[src/rtl/core/sust_pkg.sv]
// ----------------------------------------------------------------------------
// sust_pkg: shared types and constants for the sorted unique set table
// Table depth, field widths, operation and status codes, cell interface.
// ----------------------------------------------------------------------------
`default_nettype none

package sust_pkg;

    localparam int DEPTH  = 16;
    localparam int DATA_W = 32;
    localparam int CNT_W  = $clog2(DEPTH + 1);
    localparam int ADDR_W = $clog2(DEPTH);

    typedef enum logic [1:0] {
        KIND_INSERT   = 2'd0,
        KIND_REMOVE   = 2'd1,
        KIND_GET      = 2'd2,
        KIND_CONTAINS = 2'd3
    } kind_t;

    typedef enum logic [1:0] {
        ST_OK    = 2'd0,
        ST_DUP   = 2'd1,
        ST_FULL  = 2'd2,
        ST_RANGE = 2'd3
    } status_t;

    // Per-cell update command, driven by the table control.
    typedef struct packed {
        logic valid;       // cell lies below the fill count
        logic load_val;    // take the operand value
        logic take_left;   // take the lower neighbour's entry
        logic take_right;  // take the upper neighbour's entry
    } cell_ctrl_t;

    // Per-cell compare results.
    typedef struct packed {
        logic match;       // valid entry equals the operand
        logic at_or_above; // entry is empty or larger than the operand
    } cell_flags_t;

endpackage

`default_nettype wire

[src/rtl/core/sust_cell.sv]
// ----------------------------------------------------------------------------
// sust_cell: one slot of the sorted table
// Holds one entry, compares it with the operand and shifts towards either
// neighbour on command.
// ----------------------------------------------------------------------------
`default_nettype none

module sust_cell (
    input  wire                                  aclk,
    input  wire sust_pkg::cell_ctrl_t            ctrl,
    input  wire logic signed [sust_pkg::DATA_W-1:0] op_value,
    input  wire logic signed [sust_pkg::DATA_W-1:0] left_value,
    input  wire logic signed [sust_pkg::DATA_W-1:0] right_value,
    output logic signed [sust_pkg::DATA_W-1:0]   entry_value,
    output sust_pkg::cell_flags_t                flags
);

    logic signed [sust_pkg::DATA_W-1:0] entry_reg;
    logic signed [sust_pkg::DATA_W-1:0] entry_next;

    always_comb begin
        flags.match       = ctrl.valid && (entry_reg == op_value);
        flags.at_or_above = !ctrl.valid || (op_value < entry_reg);
    end

    always_comb begin
        priority if (ctrl.load_val) begin
            entry_next = op_value;
        end else if (ctrl.take_left) begin
            entry_next = left_value;
        end else if (ctrl.take_right) begin
            entry_next = right_value;
        end else begin
            entry_next = entry_reg;
        end
    end

    always_ff @(posedge aclk) begin
        entry_reg <= entry_next;
    end

    assign entry_value = entry_reg;

endmodule

`default_nettype wire

[src/rtl/core/sorted_unique_set_table.sv]
// ----------------------------------------------------------------------------
// sorted_unique_set_table: ascending set of signed values without duplicates
// Insert, remove by position, read by position and membership test over a
// row of compare-and-shift cells.
// ----------------------------------------------------------------------------
//  Channel  | Direction | Handshake          | Payload
//  s_       | in        | s_valid / s_ready  | kind, value, position
//  m_       | out       | m_valid / m_ready  | read_value, present, count, status
//
//  Every cell compares its entry with the operand at once and shifts in the
//  same edge, so one operation a cycle while s_ready is high.
//  The result appears in the output register the cycle after acceptance.
//  s_ready is low in reset, otherwise high while the output register is empty
//  or being drained.
//  Reset clears the fill count and the output valid; cell contents stay
//  undefined and are read only below the count.
// ----------------------------------------------------------------------------
`default_nettype none

module sorted_unique_set_table (
    input  wire                                  aclk,
    input  wire                                  aresetn,
    input  wire                                  s_valid,
    output logic                                 s_ready,
    input  wire  [1:0]                           s_kind,
    input  wire logic signed [sust_pkg::DATA_W-1:0] s_value,
    input  wire  [sust_pkg::CNT_W-1:0]           s_position,
    output logic                                 m_valid,
    input  wire                                  m_ready,
    output logic signed [sust_pkg::DATA_W-1:0]   m_read_value,
    output logic                                 m_present,
    output logic [sust_pkg::CNT_W-1:0]           m_count,
    output logic [1:0]                           m_status
);

    localparam int DEPTH = sust_pkg::DEPTH;
    localparam int CNT_W = sust_pkg::CNT_W;

    logic signed [sust_pkg::DATA_W-1:0] entry_val [DEPTH];
    sust_pkg::cell_ctrl_t               ctrl      [DEPTH];
    sust_pkg::cell_flags_t              flags     [DEPTH];
    logic [DEPTH-1:0]                   match_vec;
    logic [DEPTH-1:0]                   aoa_vec;
    logic [DEPTH-1:0]                   slot_vec;

    logic [CNT_W-1:0] count_reg;
    logic [CNT_W-1:0] count_next;

    logic                               m_valid_reg;
    logic                               m_valid_next;
    logic signed [sust_pkg::DATA_W-1:0] read_value_reg;
    logic signed [sust_pkg::DATA_W-1:0] read_value_next;
    logic                               present_reg;
    logic                               present_next;
    logic [CNT_W-1:0]                   m_count_reg;
    sust_pkg::status_t                  status_reg;
    sust_pkg::status_t                  status_next;

    sust_pkg::kind_t     kind;
    logic                accept;
    logic                present_any;
    logic                full;
    logic                pos_bad;
    logic                do_ins;
    logic                do_rem;
    logic [sust_pkg::ADDR_W-1:0] rd_idx;

    assign kind        = sust_pkg::kind_t'(s_kind);
    assign s_ready     = aresetn && (!m_valid_reg || m_ready);
    assign accept      = s_valid && s_ready;
    assign present_any = |match_vec;
    assign full        = (count_reg == CNT_W'(DEPTH));
    assign pos_bad     = (s_position == '0) || (s_position > count_reg);
    assign do_ins      = accept && (kind == sust_pkg::KIND_INSERT) && !present_any && !full;
    assign do_rem      = accept && (kind == sust_pkg::KIND_REMOVE) && !pos_bad;
    assign rd_idx      = sust_pkg::ADDR_W'(s_position - 1'b1);

    genvar i;
    generate
        for (i = 0; i < DEPTH; i++) begin : g_cell
            logic signed [sust_pkg::DATA_W-1:0] left_v;
            logic signed [sust_pkg::DATA_W-1:0] right_v;

            assign match_vec[i] = flags[i].match;
            assign aoa_vec[i]   = flags[i].at_or_above;

            // The insertion slot is the first cell at or above the operand.
            if (i == 0) begin : g_first
                assign slot_vec[i] = aoa_vec[i];
                assign left_v      = entry_val[i];
            end else begin : g_rest
                assign slot_vec[i] = aoa_vec[i] && !aoa_vec[i-1];
                assign left_v      = entry_val[i-1];
            end

            if (i == DEPTH - 1) begin : g_last
                assign right_v = entry_val[i];
            end else begin : g_inner
                assign right_v = entry_val[i+1];
            end

            always_comb begin
                ctrl[i].valid      = (CNT_W'(i) < count_reg);
                ctrl[i].load_val   = do_ins && slot_vec[i];
                ctrl[i].take_left  = do_ins && aoa_vec[i] && !slot_vec[i];
                ctrl[i].take_right = do_rem && (CNT_W'(i + 1) >= s_position);
            end

            sust_cell u_cell (
                .aclk        (aclk),
                .ctrl        (ctrl[i]),
                .op_value    (s_value),
                .left_value  (left_v),
                .right_value (right_v),
                .entry_value (entry_val[i]),
                .flags       (flags[i])
            );
        end
    endgenerate

    always_comb begin
        count_next      = count_reg;
        read_value_next = '0;
        present_next    = 1'b0;
        status_next     = sust_pkg::ST_OK;
        unique case (kind)
            sust_pkg::KIND_INSERT: begin
                present_next = present_any;
                if (present_any) begin
                    status_next = sust_pkg::ST_DUP;
                end else if (full) begin
                    status_next = sust_pkg::ST_FULL;
                end else begin
                    count_next = count_reg + 1'b1;
                end
            end
            sust_pkg::KIND_REMOVE: begin
                if (pos_bad) begin
                    status_next = sust_pkg::ST_RANGE;
                end else begin
                    count_next = count_reg - 1'b1;
                end
            end
            sust_pkg::KIND_GET: begin
                if (pos_bad) begin
                    status_next = sust_pkg::ST_RANGE;
                end else begin
                    read_value_next = entry_val[rd_idx];
                end
            end
            sust_pkg::KIND_CONTAINS: begin
                present_next = present_any;
            end
            default: begin
                status_next = sust_pkg::ST_OK;
            end
        endcase
    end

    always_comb begin
        m_valid_next = m_valid_reg;
        if (accept) begin
            m_valid_next = 1'b1;
        end else if (m_ready) begin
            m_valid_next = 1'b0;
        end
    end

    always_ff @(posedge aclk) begin
        if (!aresetn) begin
            count_reg   <= '0;
            m_valid_reg <= 1'b0;
        end else begin
            m_valid_reg <= m_valid_next;
            if (accept) begin
                count_reg <= count_next;
            end
        end
    end

    // Hold the result until the downstream side takes it.
    always_ff @(posedge aclk) begin
        if (accept) begin
            read_value_reg <= read_value_next;
            present_reg    <= present_next;
            m_count_reg    <= count_next;
            status_reg     <= status_next;
        end
    end

    assign m_valid      = m_valid_reg;
    assign m_read_value = read_value_reg;
    assign m_present    = present_reg;
    assign m_count      = m_count_reg;
    assign m_status     = status_reg;

endmodule

`default_nettype wire
[config.mk]
export PLATFORM = sky130hd
export DESIGN_NAME = sorted_unique_set_table
export DESIGN_NICKNAME = d
export VERILOG_FILES = /design/src/rtl/core/sust_pkg.sv /design/src/rtl/core/sust_cell.sv /design/src/rtl/core/sorted_unique_set_table.sv
export SDC_FILE = /design/constraint.sdc
export NUM_CORES = 2
export LEC_CHECK = 0
export ABC_AREA = 1
export ABC_CLOCK_PERIOD_IN_PS = 6500
export BUFFER_PORTS_ARGS = -buffer_cell sky130_fd_sc_hd__buf_2
export CORE_MARGIN = 8
export CORE_UTILIZATION = 50
export DETAILED_ROUTE_END_ITERATION = 7
export GPL_ROUTABILITY_DRIVEN = 0
export PLACE_DENSITY = 0.68
export SLEW_MARGIN = 20
export SYNTH_ARGS = -nofsm -noshare
export SYNTH_HDL_FRONTEND = slang
export SYNTH_SLANG_ARGS = --single-unit
export TNS_END_PERCENT = 50
[constraint.sdc]
create_clock -name aclk -period 6.5 [get_ports aclk]
set_input_delay 0.325 -clock aclk [delete_from_list [all_inputs] [get_ports aclk]]
set_output_delay 0.325 -clock aclk [all_outputs]
set_load 0.01 [all_outputs]
==> flow_summary_export.csv <==
group,metric,value,unit
clocking,root_buffer,"clkbuf_16",
clocking,postCtsHoldBufs,3,
yosys,synth.area.top_cells,"edfxtp_1, ha_1, nand2_1",
worst_hold_path,worstHoldStart,"s_kind[1]",
placement,dp_slack,1.29,ns
clocking,cts_tree,"done",
sta,min_period_over_period,76.5,%
yosys,ys_ff_latch,558,
floorplan,die-area,102000,um^2
global_route,grt_pass1_vias,42200,
detailed_routing,firstDrtPassIters,8,
critical_path,required,6.99,ns
critical_path,rr_endpoint,"g_cell[11].u_cell.entry_value[22]",
pwr,power.density,200,nW/um^2
sta,hold-worst-slack,0.169,ns
yosys,yosysTopAreaCell,"edfxtp_1",
yosys,postSynth.asyncResetShare,0,%
floorplan,die_y,320,um
sta,relSlewSlack,22.3,%
finish,area_growth,8.31,%
yosys,synth_top_area_share,35.9,%
detailed_routing,wl_per_cell,21.2,um
yosys,synthDistinctLibCells,37,
global_route,grt_overflow,0,
clocking,path_clk_slew,0.06,ns
clocking,cts.sinks,558,
placement,dp_hpwl,118000,um
clocking,cts_resized,0,
detailed_routing,drc_errors,0,
critical_path,r2r_start,"count_reg[3]",
detailed_routing,via_per_inst,5.98,
sta,setup-tns-final,0,ns
critical_path,worstSetupPathType,"flop to flop",
worst_hold_path,min_path_type,"input port to flop",
critical_path,arrival,5.46,ns
floorplan,core_area,91500,um^2
yosys,synth.net_count,6921,
yosys,synth-seq-area-share,36.2,%
detailed_routing,drt_iter0_drc,5567,
placement,port_buffers,84,
sta,tightest_slew,1.15,ns
finish,drive_gt1_share,5.69,%
detailed_routing,ant_nets,0,
outcome,outcome,"complete, no violations",
sta,skew,0.0217,ns
floorplan,die_w,320,um
floorplan,boundaryPins,85,
finish,num-nets-final,6837,
floorplan,initial_utilization,50.4,%
global_route,grt_pass1_wl,244000,um
critical_path,ff2ff_setup_slack,1.53,ns
global_route,antenna_found_initial,2,
sta,setup_ws,1.53,ns
clocking,htree_levels,3,
global_route,grt_usage,30.0,%
critical_path,r2r_cells,15,
clocking,cts_setup_buffers,0,
yosys,synthMostInstantiatedCell,"nand2_1",
run,maxCapViolCount,0,
yosys,yosys_warnings,0,
global_route,grt_max_degree,134,
floorplan,fp-row-count,111,
yosys,avgSynthCellArea,7.26,um^2
clocking,clk_latency,0.65,ns
yosys,synth-edff-count,552,
pwr,fin_total_pwr,10.0,mW
clocking,clk_path_buf_depth,3,
worst_hold_path,hold-path-cell-count,3,
worst_hold_path,whs_endpoint,"m_status[0]",
sta,rsz0062_at_grt,"false",
pwr,p_leak,22.9,nW
yosys,synth_area,46100,um^2
sta,min_period,4.97,ns
sta,finalSetupViolations,0,
yosys,synth_ff_type,"edfxtp_1",
detailed_routing,via_count,44900,
critical_path,crit_fanout,32,
yosys,synth_common_cells,"nand2_1, nand3_1, inv_1",
sta,slew_viol_final,0,
yosys,synthCells,6351,
sta,max_freq,0.201,GHz
detailed_routing,routed_wl,160000,um
finish,largest_reg_flops,512,
critical_path,cp-start-kind,"flop",
pwr,ir_drop,0.184,mV
sta,hold_viol,0,
clocking,numCtsBuffers,71,
critical_path,endpoint_kind,"flop",
[metrics by stage]
stage,util [%],instances,instance area (um^2)
floorplan,-,6351,46100
global placement,52.0,7376,47600
detailed placement,52.0,7377,47600
CTS,54.6,7511,49900
global route,54.6,7512,49900
finish,54.6,7512,49900
[worst max-delay path, cell delays in order, from the launching register on]
cell     delay (ns)
dfxtp_1        0.44
nor2_8         0.26
nand3_1        0.47
nand2_1        0.18
inv_1          0.05
nand3_1        0.15
nor2_1         0.06
nor2_1         0.32
nand2_1        0.13
nor2_1         0.20
nand3_1        0.16
nor2_4         0.53
nand2_1        0.59
inv_1          0.93
nand3_1        0.19
nand3_1        0.13
[how the worst max path moves through the flow]
stage,startpoint,to,slack (ns),cells after the start
after global routing,count_reg[1],g_cell[11].u_cell.entry_value[24],1.37,15
after global placement,s_value[0],g_cell[14].u_cell.entry_value[9],1.43,18
after detailed placement,s_value[0],g_cell[11].u_cell.entry_value[24],1.29,18
after CTS,count_reg[3],g_cell[11].u_cell.entry_value[22],1.73,15
final,count_reg[3],g_cell[11].u_cell.entry_value[22],1.53,15
after floorplan,s_position[0],g_cell[7].u_cell.entry_value[0],1.11,16
[cell families (layout without fill, tap and decap cells)]
kind of cell | after synthesis | in the layout | share of synthesized area [%]
xor gates and xnor gates | 3 | 3 | 0.0570
DFF | 558 | 558 | 36.2
buffers and inverters | 1008 | 982 | 8.55
adders and majority gates | 527 | 527 | 14.3
and+or+nand+nor | 3204 | 3204 | 29.2
other | 0 | 1 | 0
AOI/OAI and AO/OA | 1051 | 1051 | 11.7
[power by group]
part	leakage (nW)	switching (mW)	internal (mW)
Clock	1.16	1.68	2.44
Sequential	5.07	0.0758	4.06
Combinational	16.7	1.25	0.495
[metal layers]
metal / track usage, % / part of all wire, % / vias to the layer above
met5: 0 / 0 / -
met4: 12.5 / 4.4 / 0
met3: 5.13 / 10 / 387
met2: 47.2 / 44 / 2435
met1: 40.9 / 41 / 20800
li1: - / - / 21300
[layout by cell type (no fill, tap or decap), drive strengths merged, types with 3 or more instances in the layout]
cell type    instances
o211ai              14
o21ai              435
clkinv              29
edfxtp             552
nor2               543
dfxtp                6
a21oi              575
dlygate4sd3          3
xor2                 3
nand2             1606
nor3                16
nand4               13
buf                200
nor4                 4
o21bai               7
ha                 527
inv                649
o21a                15
bufinv               8
clkbuf              92
nand3             1017
[area by class of cell]
cell class / count / area (um^2)
multi-input cells: 4785 / 25600
inverters: 648 / 2440
well taps: 1186 / 1480
diodes: 1 / 2.50
flip-flops and latches: 558 / 16700
clock buffers: 92 / 1950
clock inverters: 39 / 395
fillers: 8618 / 41600
repair buffers: 203 / 1330
Note: power is estimated with default switching activity, not from simulation.
